==> config.mk <==
export PLATFORM = sky130hd
export DESIGN_NAME = nfp_ctrl
export DESIGN_NICKNAME = d
export VERILOG_FILES = /design/src/hw/rtl/nfp_pkg.sv /design/src/hw/rtl/nfp_ctrl.sv
export SDC_FILE = /design/constraint.sdc
export NUM_CORES = 1
export LEC_CHECK = 0
export BUFFER_PORTS_ARGS = -buffer_cell sky130_fd_sc_hd__buf_2
export CAP_MARGIN = 20
export CORE_MARGIN = 2
export CORE_UTILIZATION = 61
export CTS_CLUSTER_SIZE = 16
export DETAILED_ROUTE_END_ITERATION = 8
export MAX_ROUTING_LAYER = met4
export PLACE_DENSITY = 0.88
export SYNTH_ARGS = -nofsm -noshare
export SYNTH_HDL_FRONTEND = slang
export SYNTH_SLANG_ARGS = --single-unit
==> constraint.sdc <==
create_clock -name clk -period 9.3 [get_ports clk]
set_input_delay 0.93 -clock clk [delete_from_list [all_inputs] [get_ports clk]]
set_output_delay 0.93 -clock clk [all_outputs]
set_load 0.02 [all_outputs]
==> src/hw/rtl/nfp_pkg.sv <==
// Shared types, field widths and codes for the NOR flash model with power cut.
package nfp_pkg;

	localparam int FLASH_BYTES_DEF = 4096;

	localparam int REQ_W       = 2;
	localparam int START_W     = 12;
	localparam int LEN_W       = 13;
	localparam int IDX_W       = 12;
	localparam int DATA_W      = 8;
	localparam int STATUS_W    = 2;
	localparam int CUT_W       = 13;
	localparam int IN_TDATA_W  = 48;
	localparam int OUT_TDATA_W = 8;

	localparam logic [DATA_W-1:0] ERASED_BYTE = 8'hFF;

	typedef enum logic [REQ_W-1:0] {
		REQ_READ    = 2'd0,
		REQ_PROGRAM = 2'd1,
		REQ_ERASE   = 2'd2
	} req_t;

	typedef enum logic [STATUS_W-1:0] {
		STAT_OK     = 2'd0,
		STAT_OOB    = 2'd1,
		STAT_POWER  = 2'd2,
		STAT_HALTED = 2'd3
	} status_t;

	typedef enum logic [2:0] {
		S_CLEAR,
		S_IDLE,
		S_RDATA,
		S_PROG,
		S_WALK
	} state_t;

	typedef struct packed {
		logic wr_en;
		logic rd_en;
	} mem_ctl_t;

endpackage

==> src/hw/rtl/nfp_ctrl.sv <==
// Request sequencer: decode, bounds and power-cut checks, read-modify-write and erase walk.
module nfp_ctrl #(
	parameter int FLASH_BYTES = nfp_pkg::FLASH_BYTES_DEF
) (
	input  logic                              clk,
	input  logic                              arst_n,
	input  logic                              s_tvalid,
	output logic                              s_tready,
	input  logic [nfp_pkg::IN_TDATA_W-1:0]    s_tdata,
	input  logic [nfp_pkg::REQ_W-1:0]         s_tuser,
	output logic                              m_tvalid,
	input  logic                              m_tready,
	output logic [nfp_pkg::OUT_TDATA_W-1:0]   m_tdata,
	output logic [nfp_pkg::STATUS_W-1:0]      m_tuser,
	input  logic signed [nfp_pkg::CUT_W-1:0]  cut_addr,
	output nfp_pkg::mem_ctl_t                 mem_ctl,
	output logic [$clog2(FLASH_BYTES)-1:0]    mem_addr,
	output logic [nfp_pkg::DATA_W-1:0]        mem_wdata,
	input  logic [nfp_pkg::DATA_W-1:0]        mem_rdata
);
	import nfp_pkg::*;

	localparam int AW    = $clog2(FLASH_BYTES);
	localparam int CNT_W = AW + 1;
	localparam int SUM_W = 14;
	localparam int EXT_W = (AW > SUM_W) ? AW : SUM_W;
	localparam logic [31:0] FLASH_SIZE = 32'(FLASH_BYTES);

	state_t             state_q, state_d;
	logic               halted_q, halted_d;
	logic [AW-1:0]      ptr_q, ptr_d;
	logic [CNT_W-1:0]   cnt_q, cnt_d;
	logic [AW-1:0]      addr_q, addr_d;
	logic [DATA_W-1:0]  pdata_q, pdata_d;
	logic               out_valid_q;
	logic [DATA_W-1:0]  out_data_q, load_data;
	status_t            out_status_q, load_status;
	logic               out_load;
	logic               accept;

	req_t               req;
	logic [START_W-1:0] start;
	logic [LEN_W-1:0]   len;
	logic [IDX_W-1:0]   idx;
	logic [DATA_W-1:0]  data;
	logic [SUM_W-1:0]   bound_sum;
	logic [LEN_W-1:0]   byte_addr;
	logic [EXT_W-1:0]   byte_ext;
	logic [EXT_W-1:0]   start_ext;
	logic               oob;
	logic               idx_out;
	logic               addr_out;
	logic               cut_hit;

	assign req   = req_t'(s_tuser);
	assign start = s_tdata[11:0];
	assign len   = s_tdata[24:12];
	assign idx   = s_tdata[36:25];
	assign data  = s_tdata[44:37];

	assign bound_sum = {2'b00, start} + {1'b0, len};
	assign byte_addr = {1'b0, start} + {1'b0, idx};
	assign byte_ext  = EXT_W'(byte_addr);
	assign start_ext = EXT_W'(start);
	assign oob       = 32'(bound_sum) > FLASH_SIZE;
	assign idx_out   = {1'b0, idx} >= len;
	assign addr_out  = 32'(byte_addr) >= FLASH_SIZE;
	assign cut_hit   = !cut_addr[CUT_W-1] && ($unsigned(cut_addr) == byte_addr);

	assign s_tready = (state_q == S_IDLE) && (!out_valid_q || m_tready);
	assign accept   = s_tvalid && s_tready;

	always_comb begin
		state_d     = state_q;
		halted_d    = halted_q;
		ptr_d       = ptr_q;
		cnt_d       = cnt_q;
		addr_d      = addr_q;
		pdata_d     = pdata_q;
		out_load    = 1'b0;
		load_data   = '0;
		load_status = STAT_OK;
		mem_ctl     = '0;
		mem_addr    = ptr_q;
		mem_wdata   = ERASED_BYTE;
		case (state_q)
			S_CLEAR, S_WALK: begin
				mem_ctl.wr_en = 1'b1;
				ptr_d = ptr_q + AW'(1);
				cnt_d = cnt_q - CNT_W'(1);
				if (cnt_q == CNT_W'(1)) begin
					state_d = S_IDLE;
				end
			end
			S_IDLE: begin
				if (accept) begin
					out_load = 1'b1;
					if (halted_q) begin
						load_status = STAT_HALTED;
					end else begin
						case (req)
							REQ_READ, REQ_PROGRAM: begin
								if (oob) begin
									halted_d    = 1'b1;
									load_status = STAT_OOB;
								end else if (idx_out || addr_out) begin
									load_status = STAT_OK;
								end else if (req == REQ_READ) begin
									out_load      = 1'b0;
									mem_ctl.rd_en = 1'b1;
									mem_addr      = byte_ext[AW-1:0];
									state_d       = S_RDATA;
								end else if (cut_hit) begin
									halted_d    = 1'b1;
									load_status = STAT_POWER;
								end else begin
									mem_ctl.rd_en = 1'b1;
									mem_addr      = byte_ext[AW-1:0];
									addr_d        = byte_ext[AW-1:0];
									pdata_d       = data;
									state_d       = S_PROG;
								end
							end
							REQ_ERASE: begin
								if (oob) begin
									halted_d    = 1'b1;
									load_status = STAT_OOB;
								end else if (len != '0) begin
									ptr_d   = start_ext[AW-1:0];
									cnt_d   = CNT_W'(len);
									state_d = S_WALK;
								end
							end
							default: begin
								load_status = STAT_OK;
							end
						endcase
					end
				end
			end
			S_RDATA: begin
				out_load    = 1'b1;
				load_data   = mem_rdata;
				load_status = STAT_OK;
				state_d     = S_IDLE;
			end
			S_PROG: begin
				mem_ctl.wr_en = 1'b1;
				mem_addr      = addr_q;
				mem_wdata     = mem_rdata & pdata_q;
				state_d       = S_IDLE;
			end
			default: begin
				state_d = S_IDLE;
			end
		endcase
	end

	always_ff @(posedge clk or negedge arst_n) begin
		if (!arst_n) begin
			state_q     <= S_CLEAR;
			halted_q    <= 1'b0;
			ptr_q       <= '0;
			cnt_q       <= CNT_W'(FLASH_BYTES);
			out_valid_q <= 1'b0;
		end else begin
			state_q  <= state_d;
			halted_q <= halted_d;
			ptr_q    <= ptr_d;
			cnt_q    <= cnt_d;
			if (out_load) begin
				out_valid_q <= 1'b1;
			end else if (m_tready) begin
				out_valid_q <= 1'b0;
			end
		end
	end

	always_ff @(posedge clk) begin
		addr_q  <= addr_d;
		pdata_q <= pdata_d;
		if (out_load) begin
			out_data_q   <= load_data;
			out_status_q <= load_status;
		end
	end

	assign m_tvalid = out_valid_q;
	assign m_tdata  = out_data_q;
	assign m_tuser  = out_status_q;

	a_no_overwrite: assert property (@(posedge clk) disable iff (!arst_n)
		!(out_load && out_valid_q && !m_tready))
		else $error("Result register loaded while an earlier result is still pending.");

	a_halt_sticky: assert property (@(posedge clk) disable iff (!arst_n)
		halted_q |=> halted_q)
		else $error("Halted flag cleared without a reset.");

	a_read_result: assert property (@(posedge clk) disable iff (!arst_n)
		(state_q == S_RDATA) |=> out_valid_q)
		else $error("Read data phase did not produce a result.");

	a_port_excl: assert property (@(posedge clk) disable iff (!arst_n)
		!(mem_ctl.wr_en && mem_ctl.rd_en))
		else $error("Memory read and write issued in the same cycle.");

	a_no_prog_halted: assert property (@(posedge clk) disable iff (!arst_n)
		halted_q |-> (state_q != S_PROG))
		else $error("Program write attempted while halted.");

endmodule

==> impl_metrics.env, run 1 <==
export IMPL_area_growth_pct=12.9
export IMPL_n_antenna_cell=0
export IMPL_drt_iter0_drc=622
export IMPL_power_mw=0.930
export IMPL_die_w_um=100
export IMPL_path_clk_slew_ns=0.08
export IMPL_critPathLaunchType="primary input"
export IMPL_final_max_slew_viol_count=0
export IMPL_dp_hpwl_mm=12.8
export IMPL_critPathBufInv=3
export IMPL_drc=0
export IMPL_netlist_top_cells_count="53 x nor2_1, 43 x a21oi_1, 41 x nand2_1, 39 x ha_1, 36 x inv_1"
export IMPL_status="completed"
export IMPL_netlist_area_um2=5640
export IMPL_post_cts_buffers=0
export IMPL_synth_most_common_cell="nor2_1"
export IMPL_hold_ws_ns=0.518
export IMPL_syn_inst=630
export IMPL_ff2ff_path_depth=7
export IMPL_drive_gt1_share_pct=22.6
export IMPL_relSlewSlack_pct=26.5
export IMPL_dieArea_um2=10000
export IMPL_firstDrtPassIters=5
export IMPL_syn_avg_cell_area_um2=8.95
export IMPL_synth_fa_ha_area_share_pct=9.37
export IMPL_vias_per_cell=6.81
export IMPL_clock_path_buffers=2
export IMPL_worst_clock_skew_ns=0.0117
export IMPL_rr_endpoint="ptr_q[3]"
export IMPL_cap_violations=0
export IMPL_ant_nets=0
export IMPL_hold_end="ptr_q[8]"
export IMPL_hold_viol=0
export IMPL_cts_made_buffers=9
export IMPL_critPathRequiredTime_ns=8.37
export IMPL_synth_fp_nets=746
export IMPL_cts_hold_buffers_added=0
export IMPL_ys_ff_latch=60
export IMPL_port_buffers=105
export IMPL_synth_top_area_share_pct=16.0
export IMPL_path_delay_family="compound AO/OA/AOI/OAI gates"
export IMPL_fin_crit_sh_pct=62.7
export IMPL_routedWlPerCell_um=20.5
export IMPL_cp_slowest_cell="nor4_1"
export IMPL_min_period_ns=5.83
export IMPL_cp_end_kind="primary output"
export IMPL_hold_start="ptr_q[8]"
export IMPL_synth_async_sr_flop_share_pct=50.0
export IMPL_min_path_type="reg -> reg"
export IMPL_power_leakage_nw=2.66
export IMPL_grt_pass1_wl_mm=26.9
export IMPL_synth_edff_count=30
export IMPL_synth_compound_area_share_pct=28.5
export IMPL_crit_type="in -> out"
export IMPL_synthTopCellsByArea="edfxtp_1 16%, dfrtp_1 13%, ha_1 8.7%"
export IMPL_synth_xor_area_share_pct=5.46
export IMPL_cts_resized=0
export IMPL_yosysTopAreaCell="edfxtp_1"
export IMPL_final_nets=832
export IMPL_synth_distinct_cells=96
export IMPL_synth_flop_cell="edfxtp_1"
export IMPL_cp_data_arrival_time_ns=4.90
export IMPL_start_util_pct=61.9
export IMPL_ys_warn_count=0
export IMPL_max_stage_delay_ns=0.64
export IMPL_gp_congestion=0.987
export IMPL_h_tree_depth=3
export IMPL_cp_depth=14
export IMPL_critical_path_cell_chain="buf_2 -> ha_1 -> fa_1 -> a21oi_2 -> o21ai_0 -> a311o_1 -> nor4_1 -> nand4b_2 -> nor4_1 -> a21oi_1 -> nand2_4 -> inv_4 -> a211o_1 -> buf_2"
export IMPL_synth_top_family_by_area="compound AO/OA/AOI/OAI gates"
export IMPL_max_freq_ghz=0.171
export IMPL_fp_dieH_um=100
export IMPL_synth_simple_area_share_pct=20.4
export IMPL_grt_ovfl_total=0
export IMPL_irDropWorstVdd_uv=72.2
export IMPL_ys_seq_area_share_pct=29.3
export IMPL_setup_violations=0
export IMPL_grt_setup_unrepaired="false"
export IMPL_synthMuxAreaShare_pct=1.07
export IMPL_cts_root_buffer="clkbuf_8"
export IMPL_rows=35
export IMPL_tightest_slew_ns=1.10
export IMPL_cts_sinks=60
export IMPL_io_pins=109
export IMPL_dr_total_vias=5665
export IMPL_clock_latency_ns=0.36
export IMPL_antenna_found_initial=0
export IMPL_wl_mm=17.0
export IMPL_whs_path_depth=1
export IMPL_rrSetupSlack_ns=5.19
export IMPL_grt_start_max_net_pins=48
export IMPL_grt_use_total_pct=35.1
export IMPL_p_per_area_nw_per_um2=146
export IMPL_timing_rr_start="state_q[1]"
export IMPL_fin_tns_setup_ns=0
export IMPL_core_area_um2=9110
export IMPL_cts_tree="done"
export IMPL_grt_pass1_vias=5555
export IMPL_path_max_fanout=8
-- worst max path at each step --
stage,startpoint,endpoint,slack [ns]
after detailed placement,s_tdata[0],mem_addr[10],3.60
after global placement,s_tdata[0],mem_addr[8],3.70
final,s_tdata[0],mem_addr[10],3.47
after CTS,s_tdata[0],mem_addr[10],3.59
after floorplan,s_tdata[0],addr_q[0],3.77
after global routing,s_tdata[0],mem_addr[6],3.24
-- layer usage --
layer	up-vias	global-route usage, %	share of wire (%)
met5	-	-	0
met4	0	19.6	4.5
met3	64	4.18	8.8
met2	358	55.9	47
met1	2653	43.5	40
li1	2590	-	-
-- cells in the final DEF, fill, tap and decap left out, drive strengths merged, types with 4 or more instances in the layout --
master,Yosys,layout
dfrtp,29,29
or3,5,5
o22ai,7,7
nand3,26,26
inv,38,39
o21ai,22,22
a311o,4,4
xor2,8,8
clkbuf,15,9
edfxtp,30,30
mux2i,6,6
xnor2,12,12
buf,18,108
and2,15,15
o311ai,7,7
a21boi,4,4
ha,39,39
a31oi,20,20
a211oi,6,6
nor3,19,19
a211o,4,4
nand2,42,42
nor2,53,53
a22oi,4,4
nand4,14,14
nand2b,7,7
o2bb2a,4,4
a21oi,47,47
a21o,15,15
o22a,11,11
nor4,12,12
and3,10,10
o211ai,18,18
xnor3,5,5
-- power by group --
part           internal [mW]  leakage [nW]  switching, mW  total [mW]
Combinational          0.132          1.96          0.180       0.312
Clock                  0.152         0.102          0.118       0.270
Sequential             0.308         0.596         0.0392       0.347
-- layout make-up --
cell class / count / area [um2]
Multi-Input combinational cell: 499 / 3660
Fill cell: 702 / 2740
Sequential cell: 60 / 1650
Timing Repair Buffer: 108 / 548
Inverter: 38 / 145
Tap cell: 111 / 139
Clock buffer: 9 / 124
Clock inverter: 7 / 100
-- per-stage QoR --
step	instances	worst slack, ns	cell area (um2)	util, %
floorplan	630	3.77	5640	-
global placement	816	3.70	6140	67.4
detailed placement	816	3.60	6140	67.4
CTS	832	3.59	6370	69.9
global route	832	3.24	6370	69.9
finish	832	3.47	6370	69.9
-- sequential cells by signal, summed over array words and instances (netlist names) --
| register | cells |
|---|---|
| cnt_q | 13 |
| addr_q | 12 |
| ptr_q | 12 |
| m_tdata | 8 |
| pdata_q | 8 |
| state_q | 3 |
| m_tuser | 2 |
| halted_q | 1 |
| m_tvalid | 1 |
-- kinds of logic after synthesis --
group           Yosys count
simple gates            218
compound gates          209
buf+inv                  71
flops                    60
fa+ha+maj                41
xor+xnor                 25
mux                       6
Note: power is estimated with default switching activity, not from simulation.
==> run 2, diff against run 1 <==
- ABC_AREA: unset -> 1
- CORE_UTILIZATION: 61 -> 52
- PLACE_DENSITY: 0.88 -> 0.79
- clock period: 9.3 -> 5.1 ns (I/O delays scaled with it)
==> impl_metrics.env, run 2 <==
export IMPL_start_util_pct=53.5
export IMPL_tightest_slew_ns=0.905
export IMPL_io_pins=109
export IMPL_post_cts_buffers=0
export IMPL_path_max_fanout=14
export IMPL_top_regs="cnt_q x13, addr_q x12, ptr_q x12"
export IMPL_ys_ff_latch=60
export IMPL_grt_start_max_net_pins=43
export IMPL_syn_avg_cell_area_um2=6.73
export IMPL_relSlewSlack_pct=39.7
export IMPL_pre_cts_ws_ns=1.17
export IMPL_fillers=1047
export IMPL_dieArea_um2=12100
export IMPL_clock_latency_ns=0.34
export IMPL_port_buffers=105
export IMPL_fin_crit_sh_pct=76.1
export IMPL_cp_data_arrival_time_ns=3.37
export IMPL_yosysTopAreaCell="nand2_1"
export IMPL_cts_made_buffers=9
export IMPL_crit_type="in -> out"
export IMPL_p_per_area_nw_per_um2=401
export IMPL_fp_dieH_um=110
export IMPL_multi_input_area_um2=3520
export IMPL_top_register="cnt_q"
export IMPL_drive_gt1_share_pct=20.6
export IMPL_antenna_found_initial=0
export IMPL_area_growth_pct=13.3
export IMPL_layout_commonest_cell="nand2_1"
export IMPL_final_max_slew_viol_count=0
export IMPL_largest_register_ffs=13
export IMPL_netlist_area_um2=5820
export IMPL_min_period_ns=3.88
export IMPL_grt_pass1_vias=4985
export IMPL_clock_path_buffers=2
export IMPL_syn_inst=865
export IMPL_path_clk_slew_ns=0.07
export IMPL_firstDrtPassIters=5
export IMPL_status="completed"
export IMPL_grt_use_total_pct=26.1
export IMPL_vias_per_cell=5.14
export IMPL_hold_viol=0
export IMPL_n_antenna_cell=0
export IMPL_dr_total_vias=5706
export IMPL_irDropWorstVdd_uv=291
export IMPL_max_freq_ghz=0.258
export IMPL_cts_resized=0
export IMPL_synth_most_common_cell="nand2_1"
export IMPL_synth_async_sr_flop_share_pct=50.0
export IMPL_synth_flop_cell="edfxtp_1"
export IMPL_synth_fp_nets=981
export IMPL_power_leakage_nw=3.44
export IMPL_ys_seq_area_share_pct=28.4
export IMPL_synth_distinct_cells=43
export IMPL_worst_clock_skew_ns=0.00637
export IMPL_grt_pass1_wl_mm=23.7
export IMPL_netlist_top_cells_count="265 x nand2_1, 133 x inv_1, 70 x nand3_1, 61 x nor2_1, 46 x o21ai_0"
export IMPL_synth_top_area_share_pct=17.1
export IMPL_cts_sinks=60
export IMPL_cp_end_kind="primary output"
export IMPL_critPathRequiredTime_ns=4.59
export IMPL_most_common_layout_cells="265 x nand2_1, 133 x inv_1, 105 x buf_2"
export IMPL_dp_hpwl_mm=12.0
export IMPL_cts_root_buffer="clkbuf_8"
export IMPL_drt_iter0_drc=395
export IMPL_core_area_um2=10900
export IMPL_fin_tns_setup_ns=0
export IMPL_power_mw=2.65
export IMPL_critPathLaunchType="primary input"
export IMPL_drc=0
export IMPL_synth_edff_count=30
export IMPL_gp_congestion=0.923
export IMPL_grt_ovfl_total=0
export IMPL_min_path_type="in -> async"
export IMPL_synthTopCellsByArea="nand2_1 17%, edfxtp_1 15%, dfrtp_1 12%"
export IMPL_ys_warn_count=0
export IMPL_cts_tree="done"
export IMPL_regArea_um2=1650
export IMPL_cts_hold_buffers_added=0
export IMPL_cap_violations=0
export IMPL_die_w_um=110
export IMPL_wl_mm=14.9
export IMPL_rows=38
export IMPL_routedWlPerCell_um=13.4
export IMPL_setup_violations=0
export IMPL_final_nets=1082
export IMPL_grt_setup_unrepaired="false"
export IMPL_timing_final_ws_setup_ns=1.22
export IMPL_h_tree_depth=3
export IMPL_ant_nets=0
[run 2: cell count changes in the layout (fill, tap and decap cells not counted), moves of 10 or more]
cell / delta
nand2_1: +224
inv_1: +97
nand3_1: +44
o21ai_0: +29
nand2_2: +24
a21oi_1: -23
o21ai_1: +16
a31oi_1: -15
o211ai_1: -15
a21o_1: -14
nand3_2: +14
o22a_1: -11
and2_1: -10
[run 2: worst paths after layout]
kind | startpoint | to | slack, ns | cells after the start
worst min-delay path | arst_n | cnt_q[7] | 0.21 | 1
min in group clk | s_tdata[41] | pdata_q[4] | 0.34 | 1
max in group asynchronous | arst_n | ptr_q[6] | 4.42 | 1
worst min register to register | cnt_q[7] | cnt_q[7] | 0.53 | 2
worst max register to register | state_q[2] | addr_q[7] | 1.83 | 10
worst max-delay path | s_tdata[0] | mem_addr[3] | 1.22 | 19
[run 2: power breakdown]
group          internal (mW)  leakage, nW  total (mW)  switching, mW
Combinational          0.495         2.71        1.53           1.04
Clock                  0.177       0.0856       0.378          0.200
Sequential             0.651        0.648       0.737         0.0865
Total                   1.32         3.44        2.65           1.32
[run 2: final cells by class]
type	count	share of cell area (%)
clock inverters	7	0.778
repair buffers	107	8.20
flip-flops and latches	60	25.1
multi-input cells	646	53.3
inverters	142	8.08
well taps	140	2.66
clock buffers	9	1.88
[run 2: worst max-delay path, stage by stage]
cell and delay, ns:
buf_2 0.13, ha_1 0.23, fa_1 0.47, nand2_1 0.10
nand2_1 0.11, nand3_1 0.14, nand2_1 0.08, nand2_1 0.06
nand2_1 0.09, nor2_2 0.10, nand2_2 0.09, nor2_4 0.11
nand2_1 0.09, a21oi_4 0.37, nand2_4 0.24, nand2_2 0.12
nand3_2 0.06, nand2_1 0.09, buf_2 0.16
[run 2: kinds of logic after synthesis]
| group | Yosys count | synth area share, % |
|---|---|---|
| XOR/XNOR | 17 | 2.56 |
| buffers and inverters | 159 | 11.2 |
| AND/OR/NAND/NOR | 488 | 39.4 |
| AO/OA/AOI/OAI | 100 | 9.46 |
| flip-flops | 60 | 28.4 |
| adder cells (fa/ha/maj) | 41 | 9.07 |
[run 2: metrics by stage]
step                util, %  area, um2  hold slack, ns  instances
floorplan                 -       5820           0.214        865
global placement       59.0       6420           0.510       1095
detailed placement     59.0       6420           0.511       1095
CTS                    60.6       6600           0.232       1111
global route           60.6       6600           0.269       1111
finish                 60.6       6600           0.214       1111
[run 2: metal layers]
layer	global-route usage, %	vias to the layer above	part of all wire, %
li1	-	2985	-
met1	34.9	2485	45
met2	41.8	209	46
met3	2.07	27	6.7
met4	9.04	0	1.9
met5	-	-	0
==> run 3, diff against run 2 <==
- ABC_AREA: 1 -> 0
- CORE_UTILIZATION: 52 -> 57
- PLACE_DENSITY: 0.79 -> 0.83
- clock period: 5.1 -> 3.9 ns (I/O delays scaled with it)
==> impl_metrics.env, run 3 (synthesized netlist as in run 1, its figures left out) <==
export IMPL_cts_hold_buffers_added=0
export IMPL_ff2ff_path_depth=9
export IMPL_setup_violations=2
export IMPL_path_delay_family="compound AO/OA/AOI/OAI gates"
export IMPL_largest_register_ffs=13
export IMPL_rrSetupSlack_ns=0.94
export IMPL_dp_cells=871
export IMPL_placed_cell_area_um2=6440
export IMPL_cts_root_buffer="clkbuf_8"
export IMPL_path_max_fanout=6
export IMPL_clock_latency_ns=0.36
export IMPL_critPathRequiredTime_ns=3.51
export IMPL_firstDrtPassIters=6
export IMPL_core_area_um2=9680
export IMPL_final_cell_count_no_fill=891
export IMPL_top_register="cnt_q"
export IMPL_critPathLaunchType="primary input"
export IMPL_status="finished with violations"
export IMPL_final_max_slew_viol_count=0
export IMPL_fp_dieH_um=103
export IMPL_power_mw=2.33
export IMPL_cp_data_arrival_time_ns=3.55
export IMPL_most_common_layout_cells="95 x buf_2, 52 x nor2_1, 43 x buf_4"
export IMPL_drive_gt1_share_pct=28.0
export IMPL_hold_viol=0
export IMPL_irDropWorstVdd_uv=195
export IMPL_grt_pass1_wl_mm=26.8
export IMPL_grt_pass1_vias=5320
export IMPL_cap_violations=0
export IMPL_min_path_type="in -> async"
export IMPL_grt_use_total_pct=33.6
export IMPL_vias_per_cell=6.47
export IMPL_drc=0
export IMPL_crit_top_cell="buf_4"
export IMPL_grt_ovfl_total=0
export IMPL_worst_clock_skew_ns=0.0119
export IMPL_top_regs="cnt_q x13, addr_q x12, ptr_q x12"
export IMPL_relSlewSlack_pct=43.2
export IMPL_p_per_area_nw_per_um2=340
export IMPL_h_tree_depth=3
export IMPL_timing_rr_start="state_q[1]"
export IMPL_crit_type="in -> out"
export IMPL_violations="setup timing"
export IMPL_layout_commonest_cell="buf_2"
export IMPL_power_leakage_nw=2.89
export IMPL_critPathBufInv=4
export IMPL_rr_endpoint="cnt_q[1]"
export IMPL_multi_input_area_um2=3760
export IMPL_grt_setup_unrepaired="true"
export IMPL_drt_iter0_drc=522
export IMPL_dieArea_um2=10700
export IMPL_final_nets=869
export IMPL_wl_mm=17.4
export IMPL_max_freq_ghz=0.254
export IMPL_antenna_found_initial=0
export IMPL_cp_slowest_cell="or4_4"
export IMPL_tightest_slew_ns=0.852
export IMPL_n_antenna_cell=0
export IMPL_port_buffers=105
export IMPL_timing_final_ws_setup_ns=-0.0420
export IMPL_cp_depth=15
export IMPL_final_area_um2=6860
export IMPL_critPathLaunch="s_tdata[0]"
export IMPL_dp_hpwl_mm=13.3
export IMPL_die_w_um=103
export IMPL_start_util_pct=58.2
export IMPL_rows=36
export IMPL_gp_congestion=0.987
export IMPL_regArea_um2=1650
export IMPL_clock_path_buffers=2
export IMPL_grt_start_max_net_pins=39
export IMPL_io_pins=109
export IMPL_dr_total_vias=5767
export IMPL_area_growth_pct=21.6
export IMPL_max_stage_delay_ns=0.53
export IMPL_cp_endpoint="mem_addr[7]"
export IMPL_cts_tree="done"
export IMPL_cts_made_buffers=9
export IMPL_cts_sinks=60
export IMPL_path_clk_slew_ns=0.08
export IMPL_cp_end_kind="primary output"
export IMPL_fillers=735
export IMPL_min_period_ns=3.94
export IMPL_routedWlPerCell_um=19.5
export IMPL_ant_nets=0
export IMPL_critical_path_cell_chain="buf_12 -> ha_4 -> fa_2 -> a21oi_2 -> buf_4 -> o211ai_1 -> a2111oi_2 -> buf_4 -> nor3_4 -> xor2_2 -> or4_4 -> o21ai_4 -> nor3_1 -> a311o_1 -> buf_2"
export IMPL_fin_crit_sh_pct=101
==> run 3: cell types whose count changed in the layout (fill, tap and decap cells not counted), moves of 22 or more <==
cell	previous run	this run
nand2_2	24	0
inv_1	133	36
buf_4	2	43
nand3_1	70	26
nand2_1	265	41
o21ai_0	46	16
a21oi_1	20	42
==> run 3: timing repair <==
action                     4_1_cts  5_1_grt
gates resized for setup          5       33
setup buffers                    0        4
setup endpoints to repair       12       12
pin swaps                        2       13
==> run 3: final cells by class <==
class	instances	share of cell area, %
Timing Repair Buffer	145	13.0
Clock buffer	9	1.81
Multi-Input combinational cell	499	54.8
Clock inverter	7	1.68
Tap cell	133	2.43
Sequential cell	60	24.1
Inverter	38	2.12
==> run 3: power breakdown <==
group	internal (mW)	switching, mW	total [mW]
Clock	0.422	0.261	0.683
Combinational	0.364	0.459	0.823
Sequential	0.735	0.0893	0.825
==> run 3: how the worst min path moves through the flow <==
stage | startpoint | to | slack (ns)
floorplan | arst_n | cnt_q[0] | 0.09
global placement | arst_n | cnt_q[10] | 0.47
detailed placement | arst_n | cnt_q[10] | 0.47
CTS | arst_n | ptr_q[8] | 0.09
global route | arst_n | ptr_q[8] | 0.14
finish | arst_n | ptr_q[0] | 0.08
==> run 3: per-stage QoR <==
step           hold WS, ns  util [%]  worst slack, ns  setup TNS (ns)
6_report            0.0829      70.8          -0.0420         -0.0737
5_1_grt              0.135      70.8           -0.161          -0.904
4_1_cts             0.0948      69.1           0.0209               0
3_5_place_dp         0.471      66.5          -0.0608           -1.34
3_3_place_gp         0.468      66.5          -0.0348         -0.0793
2_1_floorplan       0.0944         -          -0.0455          -0.273
==> run 3: metal layers <==
metal  share of wire (%)  GRT usage [%]  vias to the layer above  wire length [um]
met3                 8.5           5.38                       69              1480
met1                  40           42.1                     2709              6940
li1                    -              -                     2653                 -
met2                  47           52.5                      336              8140
met5                   0              -                        -                 0
met4                 4.7           17.4                        0               824
